==> config.mk <==
export PLATFORM = sky130hd
export DESIGN_NAME = vlc_front
export DESIGN_NICKNAME = d
export VERILOG_FILES = /design/src/design/vlc_pkg.sv /design/src/design/vlc_front.sv
export SDC_FILE = /design/constraint.sdc
export NUM_CORES = 2
export LEC_CHECK = 0
export CAP_MARGIN = 5
export CORE_ASPECT_RATIO = 1.2
export CORE_MARGIN = 2
export CORE_UTILIZATION = 35
export DETAILED_ROUTE_END_ITERATION = 10
export DONT_BUFFER_PORTS = 1
export GPL_TIMING_DRIVEN = 0
export PLACE_DENSITY = 0.59
export SYNTH_ARGS = -nofsm -noshare
export SYNTH_HDL_FRONTEND = slang
export SYNTH_SLANG_ARGS = --single-unit
==> constraint.sdc <==
create_clock -name clk -period 11.8 [get_ports clk]
set_clock_uncertainty 0.1 [all_clocks]
set_input_delay 0 -clock clk [delete_from_list [all_inputs] [get_ports clk]]
set_output_delay 0 -clock clk [all_outputs]
set_load 0.01 [all_outputs]
==> src/design/vlc_pkg.sv <==
package vlc_pkg;

  // component width and derived widths
  localparam int CW    = 16;
  localparam int MAXW  = 16;
  localparam int SUM_W = 2 * CW;
  localparam int PW    = CW + MAXW;
  localparam int DIV_W = (2 * CW > PW) ? 2 * CW : PW;
  localparam int LW    = (CW > MAXW) ? CW : MAXW;

  localparam logic [MAXW-1:0] LIMIT_RESET = MAXW'(512);

  typedef struct packed {
    logic signed [CW-1:0] in_x;
    logic signed [CW-1:0] in_y;
    logic signed [CW-1:0] in_z;
  } in_word_t;

  typedef struct packed {
    logic signed [CW-1:0] out_x;
    logic signed [CW-1:0] out_y;
    logic signed [CW-1:0] out_z;
    logic                 was_clamped;
  } out_word_t;

  // word handed from the front to the back through the queue
  typedef struct packed {
    in_word_t               raw;
    logic [2:0][CW-1:0]     mag;
    logic [SUM_W-1:0]       sum;
  } mid_word_t;

endpackage

==> src/design/vlc_front.sv <==
module vlc_front import vlc_pkg::*; (
  input  logic      clk,
  input  logic      rst,
  input  logic      push,
  output logic      full,
  input  in_word_t  in_word,
  output logic      q_valid,
  input  logic      q_ready,
  output mid_word_t q_word
);

  logic                   v1, v2, v3;
  logic                   enable;
  in_word_t               s1_raw, s2_raw, s3_raw;
  logic [2:0][CW-1:0]     s1_mag, s2_mag, s3_mag, in_mag;
  logic [2:0][SUM_W-1:0]  s2_sq;
  logic [SUM_W-1:0]       s3_sum;

  assign enable = !v3 || q_ready;
  assign full   = !enable;

  // take magnitudes of the two's complement components
  always_comb begin
    in_mag[0] = in_word.in_x[CW-1] ? (~in_word.in_x + CW'(1)) : in_word.in_x;
    in_mag[1] = in_word.in_y[CW-1] ? (~in_word.in_y + CW'(1)) : in_word.in_y;
    in_mag[2] = in_word.in_z[CW-1] ? (~in_word.in_z + CW'(1)) : in_word.in_z;
  end

  always_ff @(posedge clk) begin
    if (rst) begin
      v1 <= 1'b0;
      v2 <= 1'b0;
      v3 <= 1'b0;
    end else if (enable) begin
      v1 <= push;
      v2 <= v1;
      v3 <= v2;
    end
  end

  always_ff @(posedge clk) begin
    if (enable) begin
      s1_raw <= in_word;
      s1_mag <= in_mag;
      s2_raw <= s1_raw;
      s2_mag <= s1_mag;
      for (int i = 0; i < 3; i++) begin
        s2_sq[i] <= SUM_W'(s1_mag[i]) * SUM_W'(s1_mag[i]);
      end
      s3_raw <= s2_raw;
      s3_mag <= s2_mag;
      s3_sum <= s2_sq[0] + s2_sq[1] + s2_sq[2];
    end
  end

  assign q_valid    = v3;
  assign q_word.raw = s3_raw;
  assign q_word.mag = s3_mag;
  assign q_word.sum = s3_sum;

endmodule

Yosys cells after proc, flatten, opt, wreduce, memory -nomap -nowiden
Index checks and enable logic that the tools add are counted.

cells by class
  add/subtract/negate cells = 5
  multiply operators = 3
  muxes and demuxes = 3
  bitwise operators = 3
  reduce and logical (&&, ||, !) cells = 3

operator list
  kind                   number
  $mul 16x16->32         3
  $add 32x32->32         2
  $add 16x2->16 const B  3
  $not 16->16            3
  $mux 15                3
  $logic_not 1->1        2
  $logic_or 1x1->1       1

storage, ports and cells
  register bits = 419
  input port bits = 52
  output and inout port bits = 130
  logic and storage cells = 45

Depth between registers and ports, before layout
  depth after elaboration = 3
  depth in mapped cells = 25
  mapped depth without buffers = 23

Least setup slack after synthesis
OpenSTA, ideal clock, no wires.

  path kind = input to register
  start point = in q_ready
  end point = reg v1
  setup time = 156 ps
  arrival = 11625 ps
  data required time = 11544 ps
  slack = -81 ps
  stages on the path = 4
  path buffers = 0
  cell sequence = nand2b_1 -> inv_1 -> nand2_1 -> a21oi_1

between the ends
  longest elaborated chain between the ends = 1

ends and longest elaborated chain
  what                    line             text
  start: declaration      vlc_front.sv:8   input logic q_ready,
  $logic_or 1x1->1        vlc_front.sv:19  assign enable = !v3 || q_ready;
  end signal: assignment  vlc_front.sv:35  v1 <= push;
  end: declaration        vlc_front.sv:12  logic v1, v2, v3;

No other way between the ends.
A chain may end at the register's enable or synchronous reset.

Worst setup path in the final report
  start point = reg s1_mag[36] (netlist bit)
  end point = reg s2_sq[95] (netlist bit), data pin

between the ends
  longest elaborated chain between the ends = 1

ends and longest elaborated chain
  what                            line             text
  start: declaration              vlc_front.sv:15  logic [2:0][CW-1:0] s1_mag, s2_mag, s3_mag, in_mag;
  start signal: assignment        vlc_front.sv:44  s1_mag <= in_mag;
  $mul 16x16->32                  vlc_front.sv:48  s2_sq[i] <= SUM_W'(s1_mag[i]) * SUM_W'(s1_mag[i]);
  end signal: indexed assignment  vlc_front.sv:48
  end: declaration                vlc_front.sv:16  logic [2:0][SUM_W-1:0] s2_sq;

No other way between the ends.

==> metrics.md <==
| Metric | Value |
|---|---|
| Most used DFF post-synth | edfxtp_1 |
| I/O Buffers | 0 |
| # Max-Cap Violations | 0 |
| Die X | 299.7 microns |
| Global-route wire length before repair | 130.1 mm |
| CP endpoint kind | register |
| Fin. Hold Viols | 0 |
| Critical path peak fanout | 10 |
| RSZ-0062 raised after global routing | false |
| CP max-delay cell | o311ai_0 |
| F_max | 132.5 MHz |
| Unique masters post-synth | 71 |
| Worst-Skew Late Latency | 650 ps |
| Effective utilization at floorplan | 35.17% |
| Initial drt markers | 1028 |
| Synth cell count leaders | inv_1 (760), fa_1 (520), edfxtp_1 (401) |
| # IOs | 182 |
| Num CTS Buffers | 47 |
| Final setup viols | 0 |
| Synth warnings | 0 |
| ANT nets after route | 0 |
| DIE AREA | 107600 sq um |
| Leading area contributor after synthesis | edfxtp_1 |
| Top-area cell type share of the netlist area | 32.78% |
| HPWL Detailed | 64.72 mm |
| Routed vias | 22.68k |
| Status | finished clean |
| Worst-Margin Slew | 791.5 ps |
| Min-Delay Path Class | primary input to register |
| CTS tree | yes |
| Crit share post-route | 63.97% |
| Die Y | 358.9 microns |
| Final Critical Period | 7548 ps |
| Placer congestion estimate | 0.8628 |
| Synthesis-to-finish area growth | 12.03% |
| Crit-path cells | clkbuf_1 > clkbuf_1 > nand2_1 > fa_1 > inv_1 > fa_1 > fa_1 > fa_1 > fa_1 > inv_1 > fa_1 > inv_1 > ha_1 > inv_1 > nor2_1 > o21ai_0 > a21oi_1 > o311ai_0 > o211ai_1 > a2111oi_0 > a211oi_1 |
| CTS Sinks | 404 |
| Largest net degree at the start of global routing | 71 |
| Via density | 4.698 |
| Nets | 4305 |
| Clk root buf | clkbuf_16 |
| Area contributors post-synth | edfxtp_1 (33%), fa_1 (28%), ha_1 (11%) |
| Number of global-route vias before repair | 24.05k |
| DR WL/cell | 16.83 microns |
| Initial antenna violation count | 2 |
| Rows | 130 |
| Worst slew margin | 47.23% |
| Routed wire length | 81.25 mm |
| Crit path launch type | register |
| Setup TNS | 0 ps |
| Clock transition at path regs | 60 ps |
| DR pass1 iterations | 5 |
| Grt total ovfl | 0 |
| Post-layout util | 39.40% |
| Post-synth EDFFs | 401 |
| Register-to-register setup slack | 4250 ps |
| GRT Total Usage | 15.52% |
| Cells after Synth | 3264 |
| Layout cells sized above 1 | 3.342% |
| Max stage delay on crit path | 580 ps |
| Slew Viols, Final | 0 |
| H-tree depth | 2 |
| Worst EP required | 12060 ps |
| Most frequent cell after synthesis | inv_1 |
| CTS Buffer Depth | 3 |
| Register area share after synthesis | 32.95% |
| Crit Path Category | register to register |
| Ys async rst share | 0% |
| Core area | 104400 sq um |
| Crit-path most repeated cell | fa_1 |
| Finished Cell Area | 41150 sq um |
| DP Area | 38640 sq um |
| Cell area after synthesis | 36730 sq um |
| DRC Markers | 0 |
| Mapped Avg Cell Area | 11.25 sq um |
| Seq cells post-synth | 404 |
| Crit path DAT | 7810 ps |
==> critical path, delay by kind of cell, from the launching register on <==
kind,cells,cell delay (ps)
compound gates,6,1700
simple gates,2,280
fa+ha+maj,7,3380
flops,1,540
buf+inv,6,1270
==> final timing paths <==
check,start,endpoint,cells after the start
setup / recovery,s1_mag[36]$_DFFE_PN_,s2_sq[95]$_DFFE_PN_,21
hold / removal,in_word[12],s1_raw[12]$_DFFE_PN_,1
setup reg to reg,s1_mag[36]$_DFFE_PN_,s2_sq[95]$_DFFE_PN_,21
hold reg to reg,s2_mag[36]$_DFFE_PN_,q_word[68]$_DFFE_PN_,0
==> per-stage QoR <==
stage / worst slack [ps] / hold slack [ps] / instances
4_1_cts: 4192 / 3.779 / 4827
3_5_place_dp: 4180 / -23.07 / 4658
6_report: 4252 / 60.89 / 4828
3_3_place_gp: 2785 / -27.44 / 4652
2_1_floorplan: 5218 / -30.93 / 3266
5_1_grt: 3870 / 36.24 / 4827
==> cell type report <==
class                   instances  area (sq um)
clock inverters                34         465.4
plain buffers                  64         259.0
inverters                     760          2853
well taps                    1386          1734
flip-flops and latches        404         12100
clock buffers                  52          1205
multi-input cells            2038         21530
repair buffers                 89         996.0
diodes                          1         2.502
fillers                     10210         63280
==> flip-flops by register name, indices dropped and copies added (netlist names) <==
signal / count
q_valid: 1
q_word: 93
s1_mag: 45
s1_raw: 48
s2_mag: 45
s2_raw: 48
s2_sq: 90
s3_sum: 32
v1: 1
v2: 1
==> kinds of logic (layout without fill, tap and decap cells) <==
| kind of cell | count (synthesis) | count (layout) | share of synthesized area (%) |
|---|---|---|---|
| AND/OR/NAND/NOR | 679 | 679 | 8.874 |
| other | 1 | 4 | 0.01021 |
| multiplexers | 3 | 3 | 0.09197 |
| adder cells (fa/ha/maj) | 849 | 849 | 39.55 |
| buffers and inverters | 824 | 999 | 8.472 |
| flip-flops | 404 | 404 | 32.95 |
| XOR/XNOR | 168 | 168 | 4.006 |
| AO/OA/AOI/OAI | 336 | 336 | 6.050 |
==> cell usage in the layout, fill, tap and decap left out, drive strengths merged, types with 6 or more instances in the layout <==
| cell type | count |
|---|---|
| o41ai | 8 |
| clkbuf | 112 |
| or4 | 7 |
| o2111ai | 6 |
| or2 | 11 |
| o21ai | 54 |
| and2 | 128 |
| nand2b | 16 |
| dlygate4sd3 | 83 |
| xnor2 | 126 |
| and3 | 17 |
| nand4 | 7 |
| nand3 | 30 |
| ha | 329 |
| o21a | 9 |
| o21bai | 12 |
| nor2b | 17 |
| buf | 10 |
| a21oi | 95 |
| nor2 | 98 |
| a211oi | 16 |
| nand2 | 294 |
| inv | 766 |
| clkinv | 16 |
| nor4 | 6 |
| a31oi | 17 |
| nor3 | 21 |
| bufinv | 9 |
| nand3b | 7 |
| a21o | 57 |
| fa | 520 |
| xor2 | 42 |
| o31ai | 17 |
| edfxtp | 401 |
| a31o | 6 |
==> metal layers <==
layer	routed length, microns	global-route usage (%)	vias up	share of wire [%]
met3	3283	2.387	110	4.0
li1	-	-	10730	-
met1	34380	19.44	11470	42
met2	41050	27.24	381	51
met5	0	0	-	0
met4	2532	5.127	0	3.1
==> what timing repair did <==
action | in CTS | in global routing
gates resized for setup | 0 | 0
endpoints found under the hold margin | 96 | 0
hold buffers | 83 | 0
setup buffers | 0 | 0
Power is not shown: default switching activity piles up to over one toggle a cycle in this logic, so the estimate is an artifact.
