**config.mk**
```make
export PLATFORM = sky130hd
export DESIGN_NAME = vlc_queue
export DESIGN_NICKNAME = d
export VERILOG_FILES = /design/src/design/vlc_pkg.sv /design/src/design/vlc_queue.sv
export SDC_FILE = /design/constraint.sdc
export NUM_CORES = 1
export LEC_CHECK = 0
export ABC_AREA = 1
export BUFFER_PORTS_ARGS = -buffer_cell sky130_fd_sc_hd__buf_2
export CORE_AREA = 3 3 200 104
export DETAILED_ROUTE_END_ITERATION = 10
export DIE_AREA = 0 0 203 107
export PLACE_DENSITY_LB_ADDON = 0.3
export SYNTH_ARGS = -nofsm -noshare
export SYNTH_HDL_FRONTEND = slang
export SYNTH_SLANG_ARGS = --single-unit
```
**constraint.sdc**
```tcl
create_clock -name clk -period 9.3 [get_ports clk]
set_input_delay 0.465 -clock clk [delete_from_list [all_inputs] [get_ports clk]]
set_output_delay 0.465 -clock clk [all_outputs]
set_load 0.05 [all_outputs]
```
**src/design/vlc_pkg.sv**
```systemverilog
package vlc_pkg;

  // component width and derived widths
  localparam int CW    = 16;
  localparam int MAXW  = 16;
  localparam int SUM_W = 2 * CW;
  localparam int PW    = CW + MAXW;
  localparam int DIV_W = (2 * CW > PW) ? 2 * CW : PW;
  localparam int LW    = (CW > MAXW) ? CW : MAXW;

  localparam logic [MAXW-1:0] LIMIT_RESET = MAXW'(512);

  typedef struct packed {
    logic signed [CW-1:0] in_x;
    logic signed [CW-1:0] in_y;
    logic signed [CW-1:0] in_z;
  } in_word_t;

  typedef struct packed {
    logic signed [CW-1:0] out_x;
    logic signed [CW-1:0] out_y;
    logic signed [CW-1:0] out_z;
    logic                 was_clamped;
  } out_word_t;

  // word handed from the front to the back through the queue
  typedef struct packed {
    in_word_t               raw;
    logic [2:0][CW-1:0]     mag;
    logic [SUM_W-1:0]       sum;
  } mid_word_t;

endpackage

```
**src/design/vlc_queue.sv**
```systemverilog
module vlc_queue import vlc_pkg::*; (
  input  logic      clk,
  input  logic      rst,
  input  logic      wr_valid,
  output logic      wr_ready,
  input  mid_word_t wr_word,
  output logic      rd_valid,
  input  logic      rd_ready,
  output mid_word_t rd_word
);

  mid_word_t  mem [2];
  logic       wr_ptr, rd_ptr;
  logic [1:0] count;
  logic       do_wr, do_rd;

  assign wr_ready = (count != 2'd2);
  assign rd_valid = (count != 2'd0);
  assign rd_word  = mem[rd_ptr];
  assign do_wr    = wr_valid && wr_ready;
  assign do_rd    = rd_valid && rd_ready;

  always_ff @(posedge clk) begin
    if (rst) begin
      wr_ptr <= 1'b0;
      rd_ptr <= 1'b0;
      count  <= 2'd0;
    end else begin
      if (do_wr) wr_ptr <= !wr_ptr;
      if (do_rd) rd_ptr <= !rd_ptr;
      count <= count + 2'(do_wr) - 2'(do_rd);
    end
  end

  always_ff @(posedge clk) begin
    if (do_wr) mem[wr_ptr] <= wr_word;
  end

endmodule

```
### Word level (Yosys, flattened, before mapping)

Memory sizes are Yosys's and may differ from the RTL's. A register that Yosys moved wholly into a read port is not among the register bits.
Index checks and enable logic that the tools add are counted.
W data, S select, Z words.

* logic and storage cells: 16
* memories kept: 1
* input bits: 132
* memory bits (writable): 256
* output and inout port bits: 130
* bits in registers: 4

* reduce and logical (&&, ||, !) cells: 5
* eq/ne operators: 1
* multiplexer cells: 4
* add/sub/neg operators: 2

Memory list
* mem: depth 2, bits a word 128, read ports 1, clocked after memory_dff 1, wr ports 1, line vlc_queue.sv:12 `mid_word_t mem [2];`

Operators with widths (number)
* $mux W1: 4
* $add A2 B1 Y2: 1
* $logic_and A1 B1 Y1: 2
* $logic_not A1 Y1: 2
* $ne A2 B2 Y1 const B: 1
* $reduce_bool A2 Y1: 1
* $sub A2 B1 Y2: 1

### Logic depth before layout (Yosys ltp)

Gate-level depths: netlist (run 1).

* depth after elaboration: 4
* mapped depth: 11
* depth with buffers taken out: 11

### Worst setup path before layout (run 1)

OpenSTA, ideal clock, no wires.

* kind: register to register
* start point: reg count[0]
* end point: mem mem[1][0] in the netlist's numbering (enable)
* stages on the path, launching flop included: 5
* buffers on the path: 0
* period minus slack after synthesis: 6.979 ns
* setup time: 0.619 ns
* required time: 8.681 ns
* arrival time: 6.360 ns
* slack: 2.321 ns
* cell sequence: dfxtp_1 -> inv_1 -> nand2_1 -> nand2_1 -> nor2_1

* word-level cells in the longest chain between the ends: 4

RTL lines
* start, declared: line vlc_queue.sv:14 `logic [1:0] count;`
* start signal, assigned: line vlc_queue.sv:31 `count <= count + 2'(do_wr) - 2'(do_rd);`
* $ne A2 B2 Y1: line vlc_queue.sv:17 `assign wr_ready = (count != 2'd2);`
* via wr_ready: line vlc_queue.sv:5 `output logic wr_ready,`
* $logic_and A1 B1 Y1: line vlc_queue.sv:20 `assign do_wr = wr_valid && wr_ready;`
* $mux W1: line vlc_queue.sv:36 `if (do_wr) mem[wr_ptr] <= wr_word;`
* $mux W1 (not written as such): line vlc_queue.sv:36
* end, declared: line vlc_queue.sv:12

The timed path passes the listed nets, and every way through them passes these cells.

==> results of run 1 <==
[critical path, stage by stage (launching register included)]
cell and delay, ns:
dfxtp_4 0.87, buf_4 0.79, mux2_2 0.44, buf_2 0.22
[cells by family after synthesis]
group | count (synthesis) | share of synthesized area, %
buffers and inverters | 22 | 2.18
AO/OA/AOI/OAI | 2 | 0.105
adder cells (fa/ha/maj) | 1 | 0.131
AND/OR/NAND/NOR | 19 | 0.774
multiplexers | 128 | 15.1
flip-flops | 261 | 81.6
XOR/XNOR | 1 | 0.0918
[layout make-up]
cell class	count	area (um^2)	share of cell area, %
clock buffer	26	587	5.00
clock inverter	15	95.1	0.810
inverter	8	30.0	0.256
multi-input combinational	151	1560	13.3
sequential	261	7790	66.4
tap	266	333	2.83
timing repair buffer	266	1340	11.4
[placed cells by master (no fill, tap or decap)]
cell / count
inv_1: 8
buf_4: 5
dfxtp_4: 1
a21oi_1: 2
xnor2_1: 1
inv_6: 1
buf_2: 261
nand3_1: 1
nor3_1: 1
bufinv_16: 1
ha_1: 1
dfxtp_1: 4
clkinv_1: 9
clkbuf_16: 23
mux2_2: 128
nor2_1: 7
clkinv_2: 3
clkbuf_1: 3
edfxtp_1: 256
nor2_4: 2
clkinvlp_4: 1
nand2_1: 8
[registers in the layout, summed over array words and instances, names as in the netlist, named ones only]
name,flops
count,2
rd_ptr,1
wr_ptr,1
mem,256
[synthesized netlist by cell type, drive strengths merged]
cell type and n:
nor3 1, a21oi 2, ha 1, dfxtp 5, clkbuf 8, edfxtp 256
buf 6, xnor2 1, nand3 1, inv 8, nor2 9, mux2 128
nand2 8
[path summary, 6_finish.rpt]
path	startpoint	endpoint	slack, ns	cells after the start
min	wr_word[9]	mem[1][9]	0.14	1
max	flop	rd_word[57]	5.85	3
min reg2reg	rd_ptr	rd_ptr	0.51	2
max reg2reg	count[0]	mem[1][92]	6.15	6
[stage by stage]
| stage | worst slack, ns | util [%] | cells | power, uW |
|---|---|---|---|---|
| global placement | 6.06 | 57.5 | 952 | 2810 |
| global route | 5.67 | 61.0 | 993 | 3810 |
| floorplan | 2.32 | - | 434 | 2600 |
| CTS | 5.79 | 61.0 | 993 | 3700 |
| finish | 5.85 | 61.0 | 993 | 3660 |
| detailed placement | 6.00 | 57.5 | 952 | 2830 |
[power groups by stage]
stage	Sequential, uW	Combinational, uW	Clock, uW
after floorplan	1580	1020	0
after global placement	1580	1230	0
after detailed placement	1590	1240	0
after CTS	1560	1240	900
after global routing	1580	1280	950
final	1560	1220	877
[layer usage]
layer	vias to the layer above	global-route usage [%]	part of all wire, %
met5	-	0	0.21
met4	6	4.89	2.8
met3	40	4.22	5.4
met2	126	28.4	52
met1	2412	19.1	39
li1	2256	-	-
==> metrics, run 1 <==
syn nets=~570; number of max-cap violations=0; n_diodes=0; Die Width=roughly 200 um; GPL Wtd Cong=slightly above 0.7; first-pass GRT wire length=26800 um; clock buffer count from CTS=23; via count=about 4800; crit end category=primary output; Die Ht=107 um; Post-Route WL=17900 um; total negative setup slack=0 ns; Core Footprint=19200 um^2; leak pwr=~0.0044 uW; H-tree levels=1; Worst Path Required=8.84 ns; YS warnings=0; drt via density=just under 5; Synth Register Bits=261; clk buf depth=3; Worst slew margin=between 40% and 50%; Post-Syn Instances=between 400 and 500; DR DRC count=0; initial antenna violation count=3; status=finished clean; ratio of cells with drive above 1 in the final layout=between 50% and 60%; sw frac=between 30% and 40%; Arr. time, crit path=between 2 and 3 ns; # IOs=about 260; clock skew=0.0140 ns; Distinct cells, synth=13; 1st-iter DRT viols=about 300; RSZ-0062 raised after global routing=false; Synth top area share=about four fifths; fmax=290 MHz; worst hold path class=in -> reg; Site Rows=36; Final #Nets=about 840; Antenna Nets Post-Route=0; power share of the clock group=24.0%; remaining global-route overflow=0; Int Pwr=between 2000 and 2500 uW; combinational share of power=approximately 33%; Setup violations, final=0; syn_area_per_cell=22.0 um^2; largest net degree at the start of global routing=67; Worst Max-Slew Pin Slew=just under 0.9 ns; WL per Instance=18.1 um; DP HPWL=12000 um; Setup CP Type=reg -> out; CTS sink count=about 260; Pins Over Slew Limit=0; Post-CTS Setup Bufs=0; placed cell area=~11000 um^2; port buffer count=261; top cells by area, synth=edfxtp_1 (81%), mux2_2 (15%), clkbuf_8 (1.2%); final instance area=around 12000 um^2; Pwr Density=around 310 nW/um^2; Root Driver=clkbuf_16; Clk Latency, worst-skew pair=slightly above 0.5 ns; CTS tree=done; GRT Total Usage=between 10% and 20%; Sw Pwr=1360 uW; sequential share of the synthesized area=~80%; router iterations before antenna repair=4; Seq pwr share=about 43%; CTS clk-pin slew, worst paths=approximately 0.070 ns; Starting Density=49.6%; Peak VDD IR=162 uV; post-CTS resize count=0; Tcrit/Tclk final=37.1%; CTS Hold Bufs=0; Netlist Area Pre-Place=about 9500 um^2; Final Hold Vio Count=0; Fin Hold WS=approximately 0.14 ns; die area=21700 um^2; Fillers=approximately 1500; fin crit period=between 3 and 4 ns; Area Overhead vs Synth=23.1%; dominant cell type by area after synthesis=edfxtp_1; number of global-route vias before repair=5004; crit path launch type=flop; CP Max Fanout=between 60 and 70
No activity file was read; power rests on OpenSTA's default activity.
==> run 2: changes to the inputs <==
--- a/config.mk
+++ b/config.mk
@@ -5,11 +5,11 @@
 export SDC_FILE = /design/constraint.sdc
 export NUM_CORES = 1
 export LEC_CHECK = 0
-export ABC_AREA = 1
+export ABC_AREA = 0
 export BUFFER_PORTS_ARGS = -buffer_cell sky130_fd_sc_hd__buf_2
-export CORE_AREA = 3 3 200 104
+export CORE_AREA = 3 3 205 107
 export DETAILED_ROUTE_END_ITERATION = 10
-export DIE_AREA = 0 0 203 107
+export DIE_AREA = 0 0 208 110
 export PLACE_DENSITY_LB_ADDON = 0.3
 export SYNTH_ARGS = -nofsm -noshare
 export SYNTH_HDL_FRONTEND = slang
==> constraint.sdc (replaced) <==
create_clock -name clk -period 2.85 [get_ports clk]
set_input_delay 0.1425 -clock clk [delete_from_list [all_inputs] [get_ports clk]]
set_output_delay 0.1425 -clock clk [all_outputs]
set_load 0.05 [all_outputs]
==> metrics, run 2 <==
Core Footprint=20300 um^2 (was 19200 um^2); Pwr Density=841 nW/um^2 (was 312 nW/um^2); DR DRC count=0 (unchanged); Seq. cell area=7790 um^2 (about the same); sw frac=34.7% (was 37.2%); power share of the clock group=26.2% (was 24.0%); post-synthesis simple-gate area fraction=0.963% (was 0.774%); Area Overhead vs Synth=38.7% (was 23.1%); final non-filler cell total=1124 (was 993); initial antenna violation count=0 (was 3); Die Width=208 um (was 203 um); CTS tree=done (unchanged); placed insts=953 (was 952); die area=22900 um^2 (was 21700 um^2); port buffer count=261 (unchanged); Adder-Cell Fraction of Synth Area=0.132% (was 0.131%); max FFs per register=256 (unchanged); via count=5350 (was 4840); top flop regs=mem (256), count (2) (unchanged); combinational share of power=30.9% (was 33.4%); fmax=446 MHz; Top FF cell, synth=edfxtp_1 (unchanged); Biggest register=mem (unchanged); Setup CP Type=reg -> out (unchanged); crit path launch type=flop (unchanged); clk buf depth=3 (unchanged); Arr. time, crit path=2.10 ns (was 2.99 ns); syn nets=560 (was 567); sequential share of the synthesized area=82.1% (was 81.6%); worst hold path class=in -> reg (unchanged); first-pass GRT wire length=30700 um (was 26800 um); Seq pwr share=42.9% (was 42.6%); DP HPWL=12000 um (about the same); Antenna Nets Post-Route=0 (unchanged); ratio of cells with drive above 1 in the final layout=43.1% (was 58.6%); main combinational cell family by area after synthesis=multiplexers (unchanged); post-CTS resize count=0 (unchanged); dominant cell type by area after synthesis=edfxtp_1 (unchanged); Setup WS post-layout=0.608 ns (was 5.85 ns); WL per Instance=17.4 um (was 18.1 um); status=finished clean (unchanged); drt via density=4.76 (was 4.87); Post-CTS Setup Bufs=0 (unchanged); Post-synth EDFFs=256 (unchanged); Final Hold Vio Count=0 (unchanged); GRT Total Usage=17.0% (was 15.9%); leak pwr=0.00495 uW (was 0.00437 uW); Clk Latency, worst-skew pair=0.51 ns (about the same); remaining global-route overflow=0 (unchanged); RSZ-0062 raised after global routing=false (unchanged); Pins Over Slew Limit=0 (unchanged); dpl ws=1.05 ns (was 6.00 ns); Synth Register Bits=261 (unchanged); CTS clk-pin slew, worst paths=0.06 ns (was 0.07 ns); fin crit period=between 2 and 2.5 ns; 1st-iter DRT viols=230 (was 296); Synth top area share=81.0% (was 80.6%); Worst Path Required=2.71 ns (was 8.84 ns); Setup violations, final=0 (unchanged); largest net degree at the start of global routing=80 (was 67); CTS sink count=261 (unchanged); area of the multi-input gates=1610 um^2 (was 1560 um^2); Starting Density=46.8% (was 49.6%); Post-Route WL=19600 um (was 17900 um); synth cell count leaders=edfxtp_1 (256), mux2_1 (68), mux2_2 (60), buf_4 (12), dfxtp_1 (5) (was edfxtp_1 (256), mux2_2 (128), nor2_1 (9)); CTS Hold Bufs=130 (was 0); router iterations before antenna repair=4 (unchanged); Post-synth ARST share=0% (unchanged); # IOs=262 (unchanged); Worst Max-Slew Pin Slew=0.701 ns (was 0.891 ns); Worst slew margin=53.3% (was 40.6%); crit end category=primary output (unchanged); syn_area_per_cell=22.2 um^2 (was 22.0 um^2); CP Max Fanout=49 (was 66); Distinct cells, synth=24 (was 13); Fillers=1423 (was 1470); number of global-route vias before repair=5881 (was 5004); Site Rows=37 (was 36); Root Driver=clkbuf_16 (unchanged); Int Pwr=7230 uW (was 2300 uW); multiplexer share of the synthesized area=15.2% (was 15.1%); clock buffer count from CTS=24 (was 23); Die Ht=110 um (was 107 um); YS warnings=0 (unchanged); commonest non-fill, non-tap cell in the layout=buf_2 (unchanged); GPL Wtd Cong=0.722 (was 0.707); commonest non-fill, non-tap cells in the layout=buf_2 (261), edfxtp_1 (256), dlygate4sd3_1 (130), mux2_1 (68), mux2_2 (60) (was buf_2 (261), edfxtp_1 (256), mux2_2 (128), clkbuf_16 (23), clkinv_1 (9)); Tcrit/Tclk final=about four fifths; most numerous cell in the Yosys netlist=edfxtp_1 (unchanged); Final #Nets=969 (was 844); n_diodes=0 (unchanged); top cells by area, synth=edfxtp_1 (81%), mux2_1 (8.1%), mux2_2 (7.1%) (was edfxtp_1 (81%), mux2_2 (15%), clkbuf_8 (1.2%)); number of max-cap violations=0 (unchanged); Sw Pwr=3850 uW (was 1360 uW); Post-Syn Instances=427 (was 434); clock skew=0.0123 ns (was 0.0140 ns); Peak VDD IR=512 uV (was 162 uV); Synth Area in XOR/XNOR=0.0923% (was 0.0918%); H-tree levels=1 (unchanged); Synth Area in Compound Gates=0.461% (was 0.105%); Netlist Area Pre-Place=9490 um^2 (was 9540 um^2)
-- run 2: changes by cell type in the layout (fill, tap and decap cells not counted), moves of 3 or more --
cell           change
nor2_1             -3
clkinv_1           -6
inv_1              -8
mux2_1            +68
buf_12             +5
clkbuf_1           +4
mux2_2            -68
dlygate4sd3_1    +130
nand2_1            -8
buf_4              -4
-- run 2: final timing paths --
kind,start,endpoint,slack [ns],cells past startpoint
max,flop,rd_word[96],0.61,3
min,rd_ready,rd_ptr,0.07,4
max reg2reg,count[0],mem[1][62],1.06,3
min reg2reg,rd_ptr,rd_ptr,0.51,2
-- run 2: through the flow --
stage	TNS, ns	hold slack, ns	power (uW)	area (um^2)	utilization [%]
floorplan	-22.10	0.205	7410	9500	-
global placement	0	0.330	8100	11200	55.1
detailed placement	0	0.334	8140	11200	55.1
CTS	0	0.0505	11200	13200	64.9
global route	0	0.0904	11500	13200	64.9
finish	0	0.0678	11100	13200	64.9
-- run 2: area by class of cell --
cell class                      instances  share of cell area (%)
Clock buffer                           32                    4.95
Clock inverter                          9                   0.333
Inverter                                1                  0.0570
Multi-Input combinational cell        151                    12.2
Sequential cell                       261                    59.2
Tap cell                              273                    2.59
Timing Repair Buffer                  397                    20.6
-- run 2: worst max-delay path, stage by stage, from the launching register on --
cell	delay (ns)
dfxtp_4	0.35
buf_4	0.57
mux2_1	0.42
buf_2	0.23
-- run 2: cells by family after synthesis --
group,count (synthesis)
AND/OR/NAND/NOR,15
adder cells (fa/ha/maj),1
buffers and inverters,15
flip-flops,261
AO/OA/AOI/OAI,6
multiplexers,128
XOR/XNOR,1
-- run 2: metal layers --
metal / GRT usage, % / up-vias / share of wire (%)
met5: 0 / - / 0
met3: 4.35 / 42 / 4.8
met1: 19.1 / 2650 / 37
met2: 32.5 / 139 / 55
li1: - / 2519 / -
met4: 5.19 / 0 / 2.8
-- run 2: power by group through the flow --
stage / Clock [uW] / Combinational, uW / Sequential, uW
detailed placement: 0 / 3300 / 4830
global route: 3160 / 3590 / 4780
global placement: 0 / 3290 / 4810
floorplan: 0 / 2590 / 4820
finish: 2900 / 3420 / 4750
CTS: 3000 / 3460 / 4750
==> run 3: changes to the inputs <==
==> constraint.sdc (replaced) <==
create_clock -name clk -period 1.9 [get_ports clk]
set_input_delay 0.095 -clock clk [delete_from_list [all_inputs] [get_ports clk]]
set_output_delay 0.095 -clock clk [all_outputs]
set_load 0.05 [all_outputs]
==> metrics, run 3 (synthesis results as in run 2) <==
clock buffer count from CTS=24 (unchanged); CTS sink count=261 (unchanged); commonest non-fill, non-tap cells in the layout=edfxtp_1 (256), buf_2 (163), dlygate4sd3_1 (131), mux2_1 (64), mux2_2 (61) (was buf_2 (261), edfxtp_1 (256), dlygate4sd3_1 (130), mux2_1 (68), mux2_2 (60)); critical path cell sequence=buf_12 > buf_16 > mux2_1 > buf_2 (was buf_4 > mux2_1 > buf_2); Post-Route WL=22500 um (was 19600 um); Setup WS post-layout=0.0323 ns (was 0.608 ns); CP max stage cell=dfxtp_4 (was buf_4); hold_sp=wr_word[41] (was rd_ready); clk buf depth=3 (unchanged); Worst Path Required=1.80 ns (was 2.71 ns); Slowest Stage Delay on Critical Path=0.38 ns (was 0.57 ns); Die Width=208 um (unchanged); Fin Hold WS=0.294 ns (was 0.0678 ns); Starting Density=46.8% (unchanged); first-pass GRT wire length=31700 um (was 30700 um); initial antenna violation count=1 (was 0); Biggest register=mem (unchanged); Pins Over Slew Limit=0 (unchanged); RSZ-0062 raised after global routing=true (was false); Final Hold Vio Count=0 (unchanged); Site Rows=37 (unchanged); dpl ws=0.306 ns (was 1.05 ns); H-tree levels=1 (unchanged); leak pwr=0.00530 uW (was 0.00495 uW); Final #Nets=988 (was 969); drt via density=4.82 (was 4.76); placed cell area=11300 um^2 (was 11200 um^2); # IOs=262 (unchanged); number of max-cap violations=0 (unchanged); GPL Wtd Cong=0.782 (was 0.722); total power=18000 uW (was 11100 uW); fin crit period=roughly 1.9 ns; GRT Total Usage=18.0% (was 17.0%); crit path launch type=flop (unchanged); Seq. cell area=7790 um^2 (unchanged); WL per Instance=19.6 um (was 17.4 um); CP Max Fanout=17 (was 49); area of the multi-input gates=1620 um^2 (was 1610 um^2); Tcrit/Tclk final=between 90% and 100%; Setup CP Type=reg -> out (unchanged); top flop regs=mem (256), count (2) (unchanged); max FFs per register=256 (unchanged); crit end category=primary output (unchanged); via count=5514 (was 5350); Core Footprint=20300 um^2 (unchanged); number of global-route vias before repair=5857 (was 5881); Worst slew margin=73.6% (was 53.3%); total negative setup slack=0 ns (unchanged); status=finished clean (unchanged); Root Driver=clkbuf_16 (unchanged); die area=22900 um^2 (unchanged); DR DRC count=0 (unchanged); worst hold path class=in -> reg (unchanged); r2r startpoint=count[0] (unchanged); ratio of cells with drive above 1 in the final layout=44.7% (was 43.1%); largest net degree at the start of global routing=46 (was 80); Setup violations, final=0 (unchanged); router iterations before antenna repair=4 (unchanged); commonest non-fill, non-tap cell in the layout=edfxtp_1 (was buf_2); Fillers=1278 (was 1423); DP HPWL=13200 um (was 12000 um); fmax=around 540 MHz; Antenna Nets Post-Route=0 (unchanged); Pwr Density=1280 nW/um^2 (was 841 nW/um^2); port buffer count=261 (unchanged); CTS tree=done (unchanged); 1st-iter DRT viols=291 (was 230); remaining global-route overflow=0 (unchanged); clock skew=0.0114 ns (was 0.0123 ns); Peak VDD IR=949 uV (was 512 uV); Area Overhead vs Synth=47.9% (was 38.7%); Die Ht=110 um (unchanged); Clk Latency, worst-skew pair=0.52 ns (was 0.51 ns); Worst Max-Slew Pin Slew=0.396 ns (was 0.701 ns); CTS clk-pin slew, worst paths=0.07 ns (was 0.06 ns); final instance area=14000 um^2 (was 13200 um^2); Arr. time, crit path=1.77 ns (was 2.10 ns)
run 3: layout make-up:
| cell class | instances | share of cell area [%] |
|---|---|---|
| repair buffers | 416 | 25.0 |
| inverters | 1 | 0.0535 |
| multi-input cells | 151 | 11.6 |
| flip-flops and latches | 261 | 55.5 |
| diodes | 2 | 0.0357 |
| clock inverters | 11 | 0.785 |
| well taps | 273 | 2.43 |
| clock buffers | 30 | 4.59 |
run 3: final timing paths:
path,slack [ns],depth (start not counted),to
setup reg to reg,0.31,3,mem[1][111]
setup / recovery,0.03,4,rd_word[84]
hold / removal,0.29,2,mem[1][41]
hold reg to reg,0.52,2,rd_ptr
run 3: metrics by stage:
stage          utilization [%]  std cells
3_5_place_dp              55.7        961
4_1_cts                   67.7       1136
5_1_grt                   69.2       1145
3_3_place_gp              55.7        961
6_report                  69.2       1145
2_1_floorplan                -        427
run 3: power breakdown:
group          leakage, uW  switching [uW]  internal [uW]  total, uW
Sequential         0.00244             155           6990       7140
Clock             0.000369            2000           2670       4680
Combinational      0.00249            3950           2270       6210
Total              0.00530            6100          11900      18000
run 3: worst max-delay path, delay by kind of cell, from the launching register on:
kind,cells,cell delay (ns)
muxes,1,0.34
DFF,1,0.38
buffers and inverters,3,0.52
run 3: what timing repair did:
action,CTS,global route
gates resized for setup,107,96
setup buffers,2,4
setup endpoints to repair,122,109
hold buffers,131,0
hold endpoints to repair,261,0
cloned,1,3
run 3: layer usage:
layer	vias to the layer above	GRT usage [%]	wire length [um]
li1	2560	-	-
met1	2781	20.9	8800
met2	133	34.0	12200
met3	40	4.24	910
met4	0	5.43	597
met5	-	0	0
